**src/sv/heater_actuator_test_sequencer_unit_assert.svh**
```systemverilog
// assertion macros for the heater actuator test sequencer
`ifndef HEATER_ACTUATOR_TEST_SEQUENCER_UNIT_ASSERT_SVH
`define HEATER_ACTUATOR_TEST_SEQUENCER_UNIT_ASSERT_SVH

// antecedent implies consequent in the same cycle
`define HATS_ASSERT_SAME(label, ante, cons) \
  label: assert property (@(posedge clk) disable iff (rst) (ante) |-> (cons)) \
    else $error("sequencer check failed");

// antecedent implies consequent in the next cycle
`define HATS_ASSERT_NEXT(label, ante, cons) \
  label: assert property (@(posedge clk) disable iff (rst) (ante) |=> (cons)) \
    else $error("sequencer check failed");

`endif

```
**src/sv/hats_pkg.sv**
```systemverilog
// constants shared by the heater actuator test sequencer
`timescale 1ns / 1ps
package hats_pkg;

  localparam int unsigned CODE_W  = 8;
  localparam int unsigned TOTAL_W = 17;
  localparam int unsigned PHASE_W = 9;
  localparam int unsigned CFG_IDX_W  = 3;
  localparam int unsigned CFG_DATA_W = 17;
  localparam int unsigned IN_TDATA_W  = 16;
  localparam int unsigned OUT_TDATA_W = 8;

  localparam logic [TOTAL_W-1:0] TOTAL_CAP = 17'd120000;
  localparam logic [PHASE_W-1:0] PHASE_CAP = 9'd400;

  // configuration register indexes
  localparam logic [CFG_IDX_W-1:0] REG_TEST_SELECT_CODE  = 3'd0;
  localparam logic [CFG_IDX_W-1:0] REG_TOTAL_DURATION    = 3'd1;
  localparam logic [CFG_IDX_W-1:0] REG_OFF_DURATION      = 3'd2;
  localparam logic [CFG_IDX_W-1:0] REG_ON_DURATION       = 3'd3;
  localparam logic [CFG_IDX_W-1:0] REG_END_HOLD_DURATION = 3'd4;

endpackage

```
**src/sv/heater_actuator_test_sequencer_unit.sv**
```systemverilog
// heater actuator test sequencer, top level
`timescale 1ns / 1ps
// One input transfer is one tick and yields one result transfer. The tick is
// decoded and the sequence state updated in the cycle it is accepted; the
// updated state registers are the result, so the result is offered on the
// next cycle and a new tick can be taken every cycle as long as the result
// side takes its transfers. While a result waits, no tick is taken. Durations
// are clamped to their caps (400 for phases, once bits above the phase width
// are dropped; 120000 for total and end hold) as the registers are written.
`include "heater_actuator_test_sequencer_unit_assert.svh"
module heater_actuator_test_sequencer_unit (
  input  logic                                 clk,
  input  logic                                 rst,
  input  logic                                 s_tvalid,
  output logic                                 s_tready,
  // service_enable [0], requested_code [8:1], zero [15:9]
  input  logic [hats_pkg::IN_TDATA_W-1:0]      s_tdata,
  output logic                                 m_tvalid,
  input  logic                                 m_tready,
  // heater_command [0], relay_command [1], test_done [2], phase [4:3], zero [7:5]
  output logic [hats_pkg::OUT_TDATA_W-1:0]     m_tdata,
  input  logic                                 cfg_we,
  input  logic [hats_pkg::CFG_IDX_W-1:0]       cfg_index,
  input  logic [hats_pkg::CFG_DATA_W-1:0]      cfg_data
);
  import hats_pkg::*;

  typedef enum logic [1:0] {
    PH_IDLE = 2'd0,
    PH_OFF  = 2'd1,
    PH_ON   = 2'd2,
    PH_END  = 2'd3
  } phase_t;

  // configuration, held already clamped
  logic [CODE_W-1:0]  test_select_code;
  logic [TOTAL_W-1:0] total_duration;
  logic [PHASE_W-1:0] off_duration;
  logic [PHASE_W-1:0] on_duration;
  logic [TOTAL_W-1:0] end_hold_duration;

  phase_t             phase_reg, phase_reg_next;
  logic [TOTAL_W-1:0] remaining_total, remaining_total_next;
  logic [PHASE_W-1:0] remaining_phase, remaining_phase_next;
  logic [TOTAL_W-1:0] hold_count, hold_count_next;
  logic               heater_reg, heater_reg_next;
  logic               relay_reg, relay_reg_next;
  logic               done_reg, done_reg_next;
  logic               out_valid;

  logic               accept;
  logic               enabled;
  logic [TOTAL_W-1:0] cfg_total_clamped;
  logic [PHASE_W-1:0] cfg_phase_clamped;

  assign s_tready = !out_valid || m_tready;
  assign accept   = s_tvalid && s_tready;
  assign enabled  = s_tdata[0] && (s_tdata[CODE_W:1] == test_select_code);

  assign m_tvalid = out_valid;
  assign m_tdata  = {3'b000, phase_reg, done_reg, relay_reg, heater_reg};

  assign cfg_total_clamped = (cfg_data > TOTAL_CAP) ? TOTAL_CAP : cfg_data;
  // bits above the phase register width are ignored before the clamp
  assign cfg_phase_clamped = (cfg_data[PHASE_W-1:0] > PHASE_CAP) ?
                             PHASE_CAP : cfg_data[PHASE_W-1:0];

  always_comb begin
    phase_reg_next       = phase_reg;
    remaining_total_next = remaining_total;
    remaining_phase_next = remaining_phase;
    hold_count_next      = hold_count;
    heater_reg_next      = heater_reg;
    relay_reg_next       = relay_reg;
    done_reg_next        = done_reg;
    unique case (phase_reg)
      PH_IDLE: begin
        if (enabled) begin
          phase_reg_next       = PH_OFF;
          remaining_total_next = total_duration;
          remaining_phase_next = off_duration;
          heater_reg_next      = 1'b0;
          relay_reg_next       = 1'b0;
        end
      end
      PH_OFF, PH_ON: begin
        if (!enabled) begin
          phase_reg_next  = PH_IDLE;
          heater_reg_next = 1'b0;
          relay_reg_next  = 1'b0;
          done_reg_next   = 1'b0;
        end else if (remaining_total <= TOTAL_W'(1)) begin
          phase_reg_next  = PH_END;
          heater_reg_next = 1'b0;
          relay_reg_next  = 1'b0;
          done_reg_next   = 1'b1;
          hold_count_next = end_hold_duration;
        end else begin
          if (remaining_phase <= PHASE_W'(1)) begin
            if (phase_reg == PH_OFF) begin
              phase_reg_next       = PH_ON;
              heater_reg_next      = 1'b1;
              relay_reg_next       = 1'b1;
              remaining_phase_next = on_duration;
            end else begin
              phase_reg_next       = PH_OFF;
              heater_reg_next      = 1'b0;
              relay_reg_next       = 1'b0;
              remaining_phase_next = off_duration;
            end
          end else begin
            remaining_phase_next = remaining_phase - PHASE_W'(1);
          end
          remaining_total_next = remaining_total - TOTAL_W'(1);
        end
      end
      PH_END: begin
        // restart only once the hold has run out and the test is still requested
        if (enabled && hold_count == '0) begin
          phase_reg_next  = PH_IDLE;
          heater_reg_next = 1'b0;
          relay_reg_next  = 1'b0;
          done_reg_next   = 1'b0;
        end else if (hold_count != '0) begin
          hold_count_next = hold_count - TOTAL_W'(1);
        end
      end
      default: begin
        phase_reg_next = PH_IDLE;
      end
    endcase
  end

  always_ff @(posedge clk) begin
    if (rst) begin
      test_select_code  <= '0;
      total_duration    <= '0;
      off_duration      <= '0;
      on_duration       <= '0;
      end_hold_duration <= '0;
    end else if (cfg_we) begin
      unique case (cfg_index)
        REG_TEST_SELECT_CODE:  test_select_code  <= cfg_data[CODE_W-1:0];
        REG_TOTAL_DURATION:    total_duration    <= cfg_total_clamped;
        REG_OFF_DURATION:      off_duration      <= cfg_phase_clamped;
        REG_ON_DURATION:       on_duration       <= cfg_phase_clamped;
        REG_END_HOLD_DURATION: end_hold_duration <= cfg_total_clamped;
        default: ;
      endcase
    end
  end

  always_ff @(posedge clk) begin
    if (rst) begin
      phase_reg       <= PH_IDLE;
      remaining_total <= '0;
      remaining_phase <= '0;
      hold_count      <= '0;
      heater_reg      <= 1'b0;
      relay_reg       <= 1'b0;
      done_reg        <= 1'b0;
      out_valid       <= 1'b0;
    end else begin
      if (accept) begin
        phase_reg       <= phase_reg_next;
        remaining_total <= remaining_total_next;
        remaining_phase <= remaining_phase_next;
        hold_count      <= hold_count_next;
        heater_reg      <= heater_reg_next;
        relay_reg       <= relay_reg_next;
        done_reg        <= done_reg_next;
        out_valid       <= 1'b1;
      end else if (m_tready) begin
        out_valid <= 1'b0;
      end
    end
  end

  // heater and relay only driven in the on phase, done only in the end state
  `HATS_ASSERT_SAME(a_drive_only_on, heater_reg || relay_reg, phase_reg == PH_ON && heater_reg && relay_reg)
  `HATS_ASSERT_SAME(a_done_in_end, 1'b1, done_reg == (phase_reg == PH_END))
  `HATS_ASSERT_SAME(a_counters_capped, 1'b1, remaining_phase <= PHASE_CAP && remaining_total <= TOTAL_CAP && hold_count <= TOTAL_CAP)
  `HATS_ASSERT_NEXT(a_hold_counts_down, accept && phase_reg == PH_END && hold_count != '0, hold_count == $past(hold_count) - TOTAL_W'(1))

endmodule
```
**config.mk**
```make
export PLATFORM = sky130hd
export DESIGN_NAME = heater_actuator_test_sequencer_unit
export DESIGN_NICKNAME = d
export VERILOG_FILES = /design/src/sv/hats_pkg.sv /design/src/sv/heater_actuator_test_sequencer_unit.sv
export VERILOG_INCLUDE_DIRS = /design/src /design/src/sv
export SDC_FILE = /design/constraint.sdc
export NUM_CORES = 1
export LEC_CHECK = 0
export BUFFER_PORTS_ARGS = -buffer_cell sky130_fd_sc_hd__buf_4
export CAP_MARGIN = 20
export CORE_ASPECT_RATIO = 0.7
export CORE_MARGIN = 2
export CORE_UTILIZATION = 50
export DETAILED_ROUTE_END_ITERATION = 10
export PLACE_DENSITY_LB_ADDON = 0.1
export SYNTH_ARGS = -nofsm -noshare
export SYNTH_HDL_FRONTEND = slang
export SYNTH_SLANG_ARGS = --single-unit
```
**constraint.sdc**
```tcl
create_clock -name clk -period 3.4 [get_ports clk]
set_clock_uncertainty 0.15 [all_clocks]
set_input_delay 0.34 -clock clk [delete_from_list [all_inputs] [get_ports clk]]
set_output_delay 0.34 -clock clk [all_outputs]
set_load 0.005 [all_outputs]
```
# == Word-level counts from Yosys, hierarchy flattened ==
# Cells that the tools add are included.
# word_totals
reg_bits,108
output_inout_bits,10
# classes
addsub,3
order_cmp,4
n_eq_ne,17
mux,36
reduce_logical,22
# op_table
operator,count
$mux W17,8
$pmux W17 S2,2
$mux W9,6
$sub A17 B1 Y17 const B,2
$pmux W9 S2,1
$gt A17 B17 Y1 const B,1
$le A17 B1 Y1 const B,1
$logic_not A17 Y1,1
$reduce_bool A17 Y1,1
$ne A2 B2 Y1 const B,7
$mux W2,6
$mux W1,10
$reduce_and A2 Y1,5
$gt A9 B9 Y1 const B,1
$le A9 B1 Y1 const B,1
$sub A9 B1 Y9 const B,1
$eq A8 B8 Y1,1
$reduce_and A4 Y1,2
$eq A3 B2 Y1 const B,2
$pmux W2 S3,1
$reduce_and A6 Y1,1
$reduce_bool A2 Y1,3
$reduce_and A5 Y1,1
$eq A2 B2 Y1 const B,2
13 further kinds,15

# == Logic depth before layout (Yosys ltp) ==
# Gate-level depths: netlist of the first run.
# depth
depth_word,6
ltp_mapped,9
ltp_nobuf,8

# == Least setup slack after synthesis of the first run ==
# Ideal clock, no wire load.
# synth_path
kind,register to register
startpoint,reg hold_count[0]
endpoint,reg hold_count[12]
setup_time_ns,0.134
t_arrival_ns,1.983
t_required_ns,3.116
setup_slack_ns,1.133
path_stages_with_launch,10
period_less_slack_ns,2.267
path_cell_list,dfxtp_1 > inv_1 > ha_1 > or3b_1 > nor4_4 > a311o_2 > a211o_4 > buf_6 > a21oi_1 > o32ai_2
# synth_via
elab_chain_cells,4
elab_cells_between_ends,10
classes_between,1 x add/sub; 2 x eq/ne; 3 x mux; 4 x reduce/logical
# synth_rtl
element,line,text
start: declaration,heater_actuator_test_sequencer_unit.sv:45,"logic [TOTAL_W-1:0] hold_count, hold_count_next;"
start signal: assignment,heater_actuator_test_sequencer_unit.sv:168,hold_count <= hold_count_next;
$sub A17 B1 Y17 / $logic_not A17 Y1 (equally long branches),"heater_actuator_test_sequencer_unit.sv:125, heater_actuator_test_sequencer_unit.sv:119",
$mux W17 / $logic_and A1 B1 Y1 (equally long branches),"heater_actuator_test_sequencer_unit.sv:124, heater_actuator_test_sequencer_unit.sv:119",
$mux W17 / $ne A2 B2 Y1 (equally long branches),n/a,
$pmux W17 S2 / $reduce_and A6 Y1 (equally long branches),n/a,
# Several ways; a longest one is shown, not always the timed one. The select of a mux whose other input is x is not followed.
# A chain may end at the register's enable or synchronous reset.

# == Final worst setup path of the first run ==
# layout_path
startpoint,reg phase_reg[1]
endpoint,reg remaining_phase[6]
# layout_via
elab_chain_cells,6
elab_cells_between_ends,14
classes_between,5 x eq/ne; 5 x mux; 4 x reduce/logical
# layout_rtl
element,line,text
start: declaration,heater_actuator_test_sequencer_unit.sv:42,"phase_t phase_reg, phase_reg_next;"
start signal: assignment,heater_actuator_test_sequencer_unit.sv:165,phase_reg <= phase_reg_next;
$eq A2 B1 Y1,"heater_actuator_test_sequencer_unit.sv:76, heater_actuator_test_sequencer_unit.sv:100",
$mux W9,heater_actuator_test_sequencer_unit.sv:100,if (phase_reg == PH_OFF) begin
$mux W9,heater_actuator_test_sequencer_unit.sv:99,if (remaining_phase <= PHASE_W'(1)) begin
$mux W9,heater_actuator_test_sequencer_unit.sv:92,end else if (remaining_total <= TOTAL_W'(1)) begin
$mux W9,heater_actuator_test_sequencer_unit.sv:87,if (!enabled) begin
$pmux W9 S2,heater_actuator_test_sequencer_unit.sv:76,unique case (phase_reg)
end signal: assignment,heater_actuator_test_sequencer_unit.sv:167,remaining_phase <= remaining_phase_next;
end: declaration,heater_actuator_test_sequencer_unit.sv:44,"logic [PHASE_W-1:0] remaining_phase, remaining_phase_next;"
# Several ways; a longest one is shown, not always the timed one. The select of a mux whose other input is x is not followed.

==> results.toml, run 1 <==
[run_status]
outcome = "finished clean"

[clock_tree]
clk_pin_slew_ns = 0.07
clockBufferDepth = 2
h-tree-depth = 3
postCtsSetupRepairBufs = 0
cts_num_sinks = 108
cts_tree = "built"
cts_buffers = 9
ctsResizeCount = 0
ctsRootBufferMaster = "clkbuf_16"
clk_latency_ns = 0.35
hold_buffers = 0

[logic_synthesis]
ys_types = 78
synthesis.area_mm2 = 0.00573
yosys_warnings = 0
synth-simple-area-share_pct = 26.4
ys_ff_latch = 108
synthAdderAreaFrac_pct = 1.75
synth_compound_area_share_pct = 24.5
avgSynthCellArea_um2 = 7.65
synth_edf_count = 0
synth_xor_area_share_pct = 1.83
syn_inst = 749
synth_top_family_by_area = "simple AND/OR/NAND/NOR gates"
ys_dominant_reg_cell = "dfxtp_1"
synth.area.mux_share_pct = 1.27
ys_seq_area_share_pct = 37.7
postSynth.asyncResetShare_pct = 0

[critical_path]
reg2reg_depth = 7
cp-endpoint = "remaining_phase[6]"
crit_start = "phase_reg[1]"
start_kind = "flop"
crit_arrival_ns = 3.15
cp_max_fo = 33
r2r_end = "remaining_phase[6]"
cp_slowest_cell = "a211o_1"
crit_required_ns = 3.54
cp_common_cell = "a211o_1"
r2r_slack_ns = 0.39
r2r_start = "phase_reg[1]"
end_kind = "flop"
cpPeakStageDelay_ns = 0.67
crit_chain = "inv_1 > ha_1 > clkinv_1 > a21o_1 > a211o_1 > a211o_1 > a21oi_1"
criticalPathCategory = "reg2reg"

[die]
rows = 32
initial_core_util_pct = 51.7
dieArea_mm2 = 0.0123
die_height_um = 93.6
fp.coreArea_mm2 = 0.0111
ios = 51
die_w_um = 132

[route]
dr.first_iter.drc_count = 421
vias_per_cell = 5.85
drc = 0
num_vias = 5328
antenna_left = 0
wl_per_cell_um = 16.3
firstDrtPassIters = 4
routed_wirelength_um = 14800

[grt]
track_usage_pct = 25.0
antenna_found_initial = 0
grt_pass1_wl_um = 24900
grt_pass1_vias = 4966
overflow = 0
grt_max_degree = 74

[final_layout]
final_common_cell = "nand2_1"
areaGrowthSynthToFinish_pct = 10.2
nets = 802
final_area_mm2 = 0.00632
fillers = 1064
diodes = 0
drive_gt1_share_pct = 11.5
finalNonFillerCells = 910
mostFrequentLayoutCells = "nand2_1 (128), dfxtp_1 (108), a21oi_1 (104), nor2_1 (52), buf_4 (48)"

[timing]
worst_hold_slack_ns = 0.0914
worst-slew-pin-transition_ns = 1.05
setup_violations = 0
finalHoldViolCount = 0
period_share_pct = 88.6
fmax_ghz = 0.332
min_period_ns = 3.01
maxSlewViolCount = 0
relSlewSlack_pct = 30.0
finalSetupTns_ns = 0
grt_setup_unrepaired = "false"

[placed_design]
placed_area_mm2 = 0.00602
port_buffers = 40
place_hpwl_um = 10400
placed_cells = 895
gp_congestion = 0.852

[pwr]
irDropWorstVdd_mv = 0.275
power.leakage_nw = 2.23
power_density_mw_per_mm2 = 399

[flow_run]
max_cap_viol_count = 0

[hold_path]
min_path_type = "in2reg"
## cell type report
cell class / instances / area, um2 / area share (%)
clock buffer: 12 / 256 / 4.06
clock inverter: 3 / 43.8 / 0.693
inverter: 20 / 75.1 / 1.19
multi-input combinational: 565 / 3210 / 50.8
sequential: 108 / 2160 / 34.2
tap: 153 / 191 / 3.03
timing repair buffer: 49 / 380 / 6.02
## report_power, final
| part | switching, mW | leakage, nW | total (mW) | internal [mW] |
|---|---|---|---|---|
| sequential | 0.0100 | 0.872 | 1.29 | 1.28 |
| clock | 0.465 | 0.149 | 1.07 | 0.610 |
| combinational | 0.0970 | 1.21 | 0.157 | 0.0603 |
| total | 0.572 | 2.23 | 2.52 | 1.95 |
## critical path, delay by kind of cell, from the launching register on
family | cells | cell delay (ns)
AOI/OAI and AO/OA | 4 | 1.51
adders and majority gates | 1 | 0.47
buffers and inverters | 2 | 0.43
DFF | 1 | 0.38
## synth_stat cells, types with 7 or more instances
library cell,number,share of area (%)
a21oi_1,104,9.1
buf_4,8,1.0
clkbuf_1,38,2.5
dfxtp_1,108,38
ha_1,8,1.7
inv_1,19,1.2
nand2_1,128,8.4
nand2b_1,11,1.2
nand3_1,40,3.5
nor2_1,52,3.4
nor2b_1,7,0.76
nor3_1,35,3.1
o21ai_0,28,2.4
o21ai_1,10,0.87
## per-layer routing
metal  global-route usage (%)  part of all wire [%]  vias up  wire length, um
li1                         -                     -     2638                -
met1                     35.0                    49     2512             7300
met2                     39.6                    44      163             6460
met3                     4.50                   5.8       15              853
met4                     7.34                   1.3        0              187
met5                        0                     0        -                0
## cell families after synthesis
logic type / count (synthesis)
AND/OR/NAND/NOR: 316
AO/OA/AOI/OAI: 219
flip-flops: 108
buffers and inverters: 78
XOR/XNOR: 12
adder cells (fa/ha/maj): 8
multiplexers: 7
other: 1
## worst min-delay path by stage
stage	to	slack (ns)	depth (start not counted)	start
2_1_floorplan	on_duration[8]	0.28	2	on_duration[8]
3_3_place_gp	total_duration[15]	0.29	2	total_duration[15]
3_5_place_dp	on_duration[0]	0.29	2	on_duration[0]
4_1_cts	m_tvalid	0.08	3	s_tvalid
5_1_grt	m_tvalid	0.09	3	s_tvalid
6_report	m_tvalid	0.09	3	s_tvalid
## metrics by stage
stage	power [mW]	utilization, %	worst slack (ns)
finish	2.52	56.9	0.388
global route	2.61	56.9	0.0883
CTS	2.55	56.9	0.411
detailed placement	1.48	54.2	0.441
global placement	1.47	54.2	0.448
floorplan	1.41	-	1.13
No activity file was read; power rests on OpenSTA's default activity.
==> run 2, diff against run 1 <==
ABC_AREA = 1   (was unset)
==> run 2 against run 1 <==
- utilization up 0.73 points
- via count up 16%
- first-iteration DRC count up 37%
- largest power group unchanged
- count of clock-buffer cells in the layout down 3
- register-to-register slack better by 0.59 ns
- clock power about the same
- synthesized cell count up 32%
==> results.toml, run 2 <==
[route]
num_vias = 6183
wl_per_cell_um = 14.0
routed_wirelength_um = 16300
vias_per_cell = 5.29
dr.first_iter.drc_count = 576
firstDrtPassIters = 5
drc = 0
antenna_left = 0

[logic_synthesis]
synth.area.mux_share_pct = 0
ys_types = 39
avgSynthCellArea_um2 = 6.27
synth_area_leaders = "dfxtp_1 (35%), nand2_1 (15%), nor2_1 (9.1%)"
synthAdderAreaFrac_pct = 1.61
ys_seq_area_share_pct = 34.9
synth-simple-area-share_pct = 33.6
ys_ff_latch = 108
synth_compound_area_share_pct = 17.7
synth_top_family_by_area = "simple AND/OR/NAND/NOR gates"
synth_edf_count = 0
yosys_warnings = 0
synth_common_cells = "nand2_1 (247), nor2_1 (151), inv_1 (110)"
synth_top_area_share_pct = 34.9
synthesis.area_mm2 = 0.00620
yosys.area.top_type = "dfxtp_1"
syn_inst = 989
synth_xor_area_share_pct = 1.70
postSynth.asyncResetShare_pct = 0
yosysMostFrequentCell = "nand2_1"
ys_dominant_reg_cell = "dfxtp_1"

[final_layout]
areaGrowthSynthToFinish_pct = 10.7
fillers = 1183
final_area_mm2 = 0.00686
diodes = 0
drive_gt1_share_pct = 9.59
mostFrequentLayoutCells = "nand2_1 (247), nor2_1 (150), inv_1 (109), dfxtp_1 (108), a21oi_1 (91)"
fin_util_pct = 57.7
final_common_cell = "nand2_1"
finalNonFillerCells = 1168
nets = 1055

[grt]
grt_pass1_vias = 5402
grt_max_degree = 50
track_usage_pct = 25.2
antenna_found_initial = 0
overflow = 0
grt_pass1_wl_um = 26900

[die]
ios = 51
rows = 33
initial_core_util_pct = 52.1
die_height_um = 97.2
die_w_um = 137
dieArea_mm2 = 0.0133
fp.coreArea_mm2 = 0.0119

[timing]
layout_setup_ws_ns = 0.978
fmax_ghz = 0.413
grt_setup_unrepaired = "false"
finalSetupTns_ns = 0
relSlewSlack_pct = 36.4
setup_violations = 0
finalHoldViolCount = 0
worst-slew-pin-transition_ns = 0.951
min_period_ns = 2.42
period_share_pct = 71.2
worst_hold_slack_ns = 0.0979
maxSlewViolCount = 0

[placed_design]
place_hpwl_um = 11900
port_buffers = 40
gp_congestion = 0.943
dp_slack_ns = 0.871
placed_area_mm2 = 0.00655
placed_cells = 1151

[critical_path]
cpPeakStageDelay_ns = 0.50
cp_slowest_cell = "nand3_4"
end_kind = "flop"
crit_chain = "inv_1 > nand2_1 > nand2_1 > nor2_1 > nand3_1 > nor2_2 > nand3_4 > nor3_1 > nor2_1"
cp_max_fo = 49
crit_arrival_ns = 2.52
cp.buffers_inverters = 1
criticalPathCategory = "reg2reg"
start_kind = "flop"
path_delay_family = "simple AND/OR/NAND/NOR gates"
crit_required_ns = 3.50

[pwr]
power_mw = 2.70
sw_frac_of_total_pct = 28.6
p_sw_mw = 0.772
power.leakage_nw = 3.36
clkPwrFrac_pct = 39.6
irDropWorstVdd_mv = 0.229
p_comb_share_pct = 11.9
power_density_mw_per_mm2 = 394
internal-power_mw = 1.93
sequentialPowerShare_pct = 48.5

[clock_tree]
hold_buffers = 0
clk_pin_slew_ns = 0.08
h-tree-depth = 3
cts_buffers = 9
clk_latency_ns = 0.36
cts_num_sinks = 108
postCtsSetupRepairBufs = 0
cts_tree = "built"
ctsRootBufferMaster = "clkbuf_16"
ctsResizeCount = 0
clockBufferDepth = 2

[flow_run]
max_cap_viol_count = 0

[hold_path]
min_path_type = "in2reg"

[run_status]
outcome = "finished clean"
run 2: cell types whose count changed in the layout (fill, tap and decap cells not counted), moves of 7 or more:
cell,change
o21ai_0,+62
nand2_2,+7
nor2b_1,-7
nand4_1,+12
nand2_1,+119
a21oi_1,-13
nor3_1,-26
nand2b_1,-11
inv_1,+90
nor2_2,+10
nor2_1,+98
o21ai_1,-8
run 2: area by class of cell:
| class | instances | area (um2) | share of cell area [%] |
|---|---|---|---|
| well taps | 157 | 196 | 2.86 |
| flip-flops and latches | 108 | 2160 | 31.5 |
| repair buffers | 48 | 380 | 5.55 |
| clock buffers | 9 | 225 | 3.28 |
| clock inverters | 7 | 73.8 | 1.08 |
| inverters | 112 | 420 | 6.13 |
| multi-input cells | 727 | 3400 | 49.6 |
run 2: kinds of logic after synthesis:
logic type	count (synthesis)
fa+ha+maj	8
simple gates	497
buf+inv	156
compound gates	207
flops	108
xor+xnor	12
other cells	1
run 2: metal layers:
layer	track usage [%]	up-vias	routed length, um
li1	-	3203	-
met1	39.9	2763	8230
met2	34.9	208	6590
met3	5.27	9	1390
met4	4.84	0	118
met5	0	-	0
run 2: final timing paths:
path                                          start             endpoint  slack (ns)  depth (start not counted)
worst max-delay path            test_select_code[7]   remaining_phase[6]        0.98                          9
worst min-delay path                    cfg_data[2]  test_select_code[2]         0.1                          3
worst max register to register  test_select_code[7]   remaining_phase[6]        0.98                          9
worst min register to register  test_select_code[5]  test_select_code[5]        0.32                          2
run 2: power groups by stage:
stage / sequential (mW) / clock [mW] / combinational, mW
after global placement: 1.34 / 0 / 0.314
after CTS: 1.31 / 1.10 / 0.319
final: 1.31 / 1.07 / 0.322
after detailed placement: 1.34 / 0 / 0.317
after global routing: 1.32 / 1.14 / 0.363
after floorplan: 1.34 / 0 / 0.214
run 2: worst min-delay path: stages:
cell and delay (ns):
buf_4 0.11, nor2_1 0.04, nor2_1 0.08
==> run 3, diff against run 2 <==
clock period = 2.1 ns   (was 3.4 ns; I/O delays follow)
==> run 3 against run 2 <==
- utilization is 3.1 points higher
- register-to-register slack worse by 0.85 ns
- sequential power is 62% higher
- critical path depth is 4 higher
- power is 68% higher
- worst setup slack worse by 0.85 ns
- via count is 2.3% higher
- largest power group unchanged
==> results.toml, run 3 (synthesis gave the netlist of run 2 again) <==
[grt]
grt_pass1_vias = 5483
overflow = 0
grt_max_degree = 50
track_usage_pct = 25.4
grt_pass1_wl_um = 27100
antenna_found_initial = 0

[clock_tree]
cts_num_sinks = 108
cts_tree = "built"
cts_buffers = 9
h-tree-depth = 3
clk_pin_slew_ns = 0.07
ctsRootBufferMaster = "clkbuf_16"
clockBufferDepth = 2
clk_latency_ns = 0.35

[placed_design]
placed_area_mm2 = 0.00678
placed_cells = 1179
port_buffers = 40
gp_congestion = 0.887
place_hpwl_um = 12300

[timing]
setup_violations = 0
fmax_ghz = 0.508
maxSlewViolCount = 0
grt_setup_unrepaired = "false"
finalSetupTns_ns = 0
finalHoldViolCount = 0
relSlewSlack_pct = 58.1
period_share_pct = 93.8
worst-slew-pin-transition_ns = 0.621
min_period_ns = 1.97

[final_layout]
drive_gt1_share_pct = 13.2
multi_input_area_mm2 = 0.00345
fillers = 1169
diodes = 0
final-seq-area_mm2 = 0.00216
final_common_cell = "nand2_1"
final_area_mm2 = 0.00722
mostFrequentLayoutCells = "nand2_1 (246), nor2_1 (145), inv_1 (108), dfxtp_1 (108), a21oi_1 (90)"
areaGrowthSynthToFinish_pct = 16.6
nets = 1088
finalNonFillerCells = 1201

[hold_path]
min_path_type = "in2reg"

[pwr]
irDropWorstVdd_mv = 0.501
power_density_mw_per_mm2 = 629
power.leakage_nw = 3.56

[critical_path]
cp_max_fo = 24
cpPeakStageDelay_ns = 0.35
criticalPathCategory = "reg2reg"
crit_required_ns = 2.19
crit_arrival_ns = 2.06
cp_common_cell = "nand2_1"
start_kind = "flop"
path_delay_family = "simple AND/OR/NAND/NOR gates"
end_kind = "flop"
cp_slowest_cell = "dfxtp_1"
cp.buffers_inverters = 2
crit_chain = "inv_1 > ha_1 > nand2_1 > nor2_2 > nand2_1 > nand2_1 > nand2_2 > nand2_4 > nand2_4 > nand3_4 > clkbuf_16 > nor3_1 > nor2_1"

[die]
die_height_um = 97.2
rows = 33
fp.coreArea_mm2 = 0.0119
initial_core_util_pct = 52.1
die_w_um = 137
dieArea_mm2 = 0.0133
ios = 51

[run_status]
outcome = "finished clean"

[route]
firstDrtPassIters = 5
num_vias = 6327
antenna_left = 0
dr.first_iter.drc_count = 523
routed_wirelength_um = 16800
drc = 0
wl_per_cell_um = 14.0
vias_per_cell = 5.27

[flow_run]
max_cap_viol_count = 0
run 3: cell count changes in the layout (fill, tap and decap cells not counted), sizes merged:
cell         delta
clkbuf          +2
inv             -2
buf            +30
clkinv          -1
dlygate4sd3     +2
bufinv          +2
run 3: path summary, 6_finish.rpt:
path                        from                   to  slack (ns)  depth (start not counted)
max           remaining_total[1]   remaining_phase[6]        0.13                         13
min                     m_tready             m_tvalid        0.02                          4
min reg2reg  test_select_code[3]  test_select_code[3]        0.32                          2
max reg2reg   remaining_total[1]   remaining_phase[6]        0.13                         13
run 3: per-layer routing:
metal	global-route usage [%]	wire (um)	share of wire, %
met5	0	0	0
met4	4.68	107	0.64
met3	4.59	1170	6.9
met2	35.7	6700	40
met1	40.1	8810	52
run 3: final cells by class:
type,instances,share of cell area (%)
Multi-Input combinational cell,727,47.8
Inverter,112,5.82
Clock buffer,10,3.17
Sequential cell,108,29.9
Timing Repair Buffer,81,9.30
Tap cell,157,2.72
Clock inverter,6,1.30
run 3: tightest hold or removal path: stages:
cell	delay [ns]
buf_4	0.07
inv_1	0.03
nand2_1	0.08
a21oi_1	0.07
run 3: repair_timing:
item | CTS | global route
endpoints found under the setup margin | 0 | 65
resized for setup | 0 | 16
hold endpoints to repair | 2 | 0
buffers inserted | 0 | 3
hold buffers | 2 | 0
run 3: power breakdown:
part	internal [mW]	total [mW]	switching (mW)
Clock	1.06	1.86	0.797
Sequential	2.09	2.12	0.0298
Combinational	0.216	0.562	0.346
Total	3.37	4.55	1.17
run 3: stage by stage:
step                setup slack, ns  utilization [%]  hold slack (ns)  power, mW
floorplan                     0.168                -            0.195       2.51
global placement              0.115             57.0            0.308       2.70
detailed placement           0.0877             57.0            0.311       2.71
CTS                          0.0440             59.9          0.00742       4.57
global route                0.00803             60.8           0.0329       4.76
finish                        0.131             60.8           0.0187       4.55
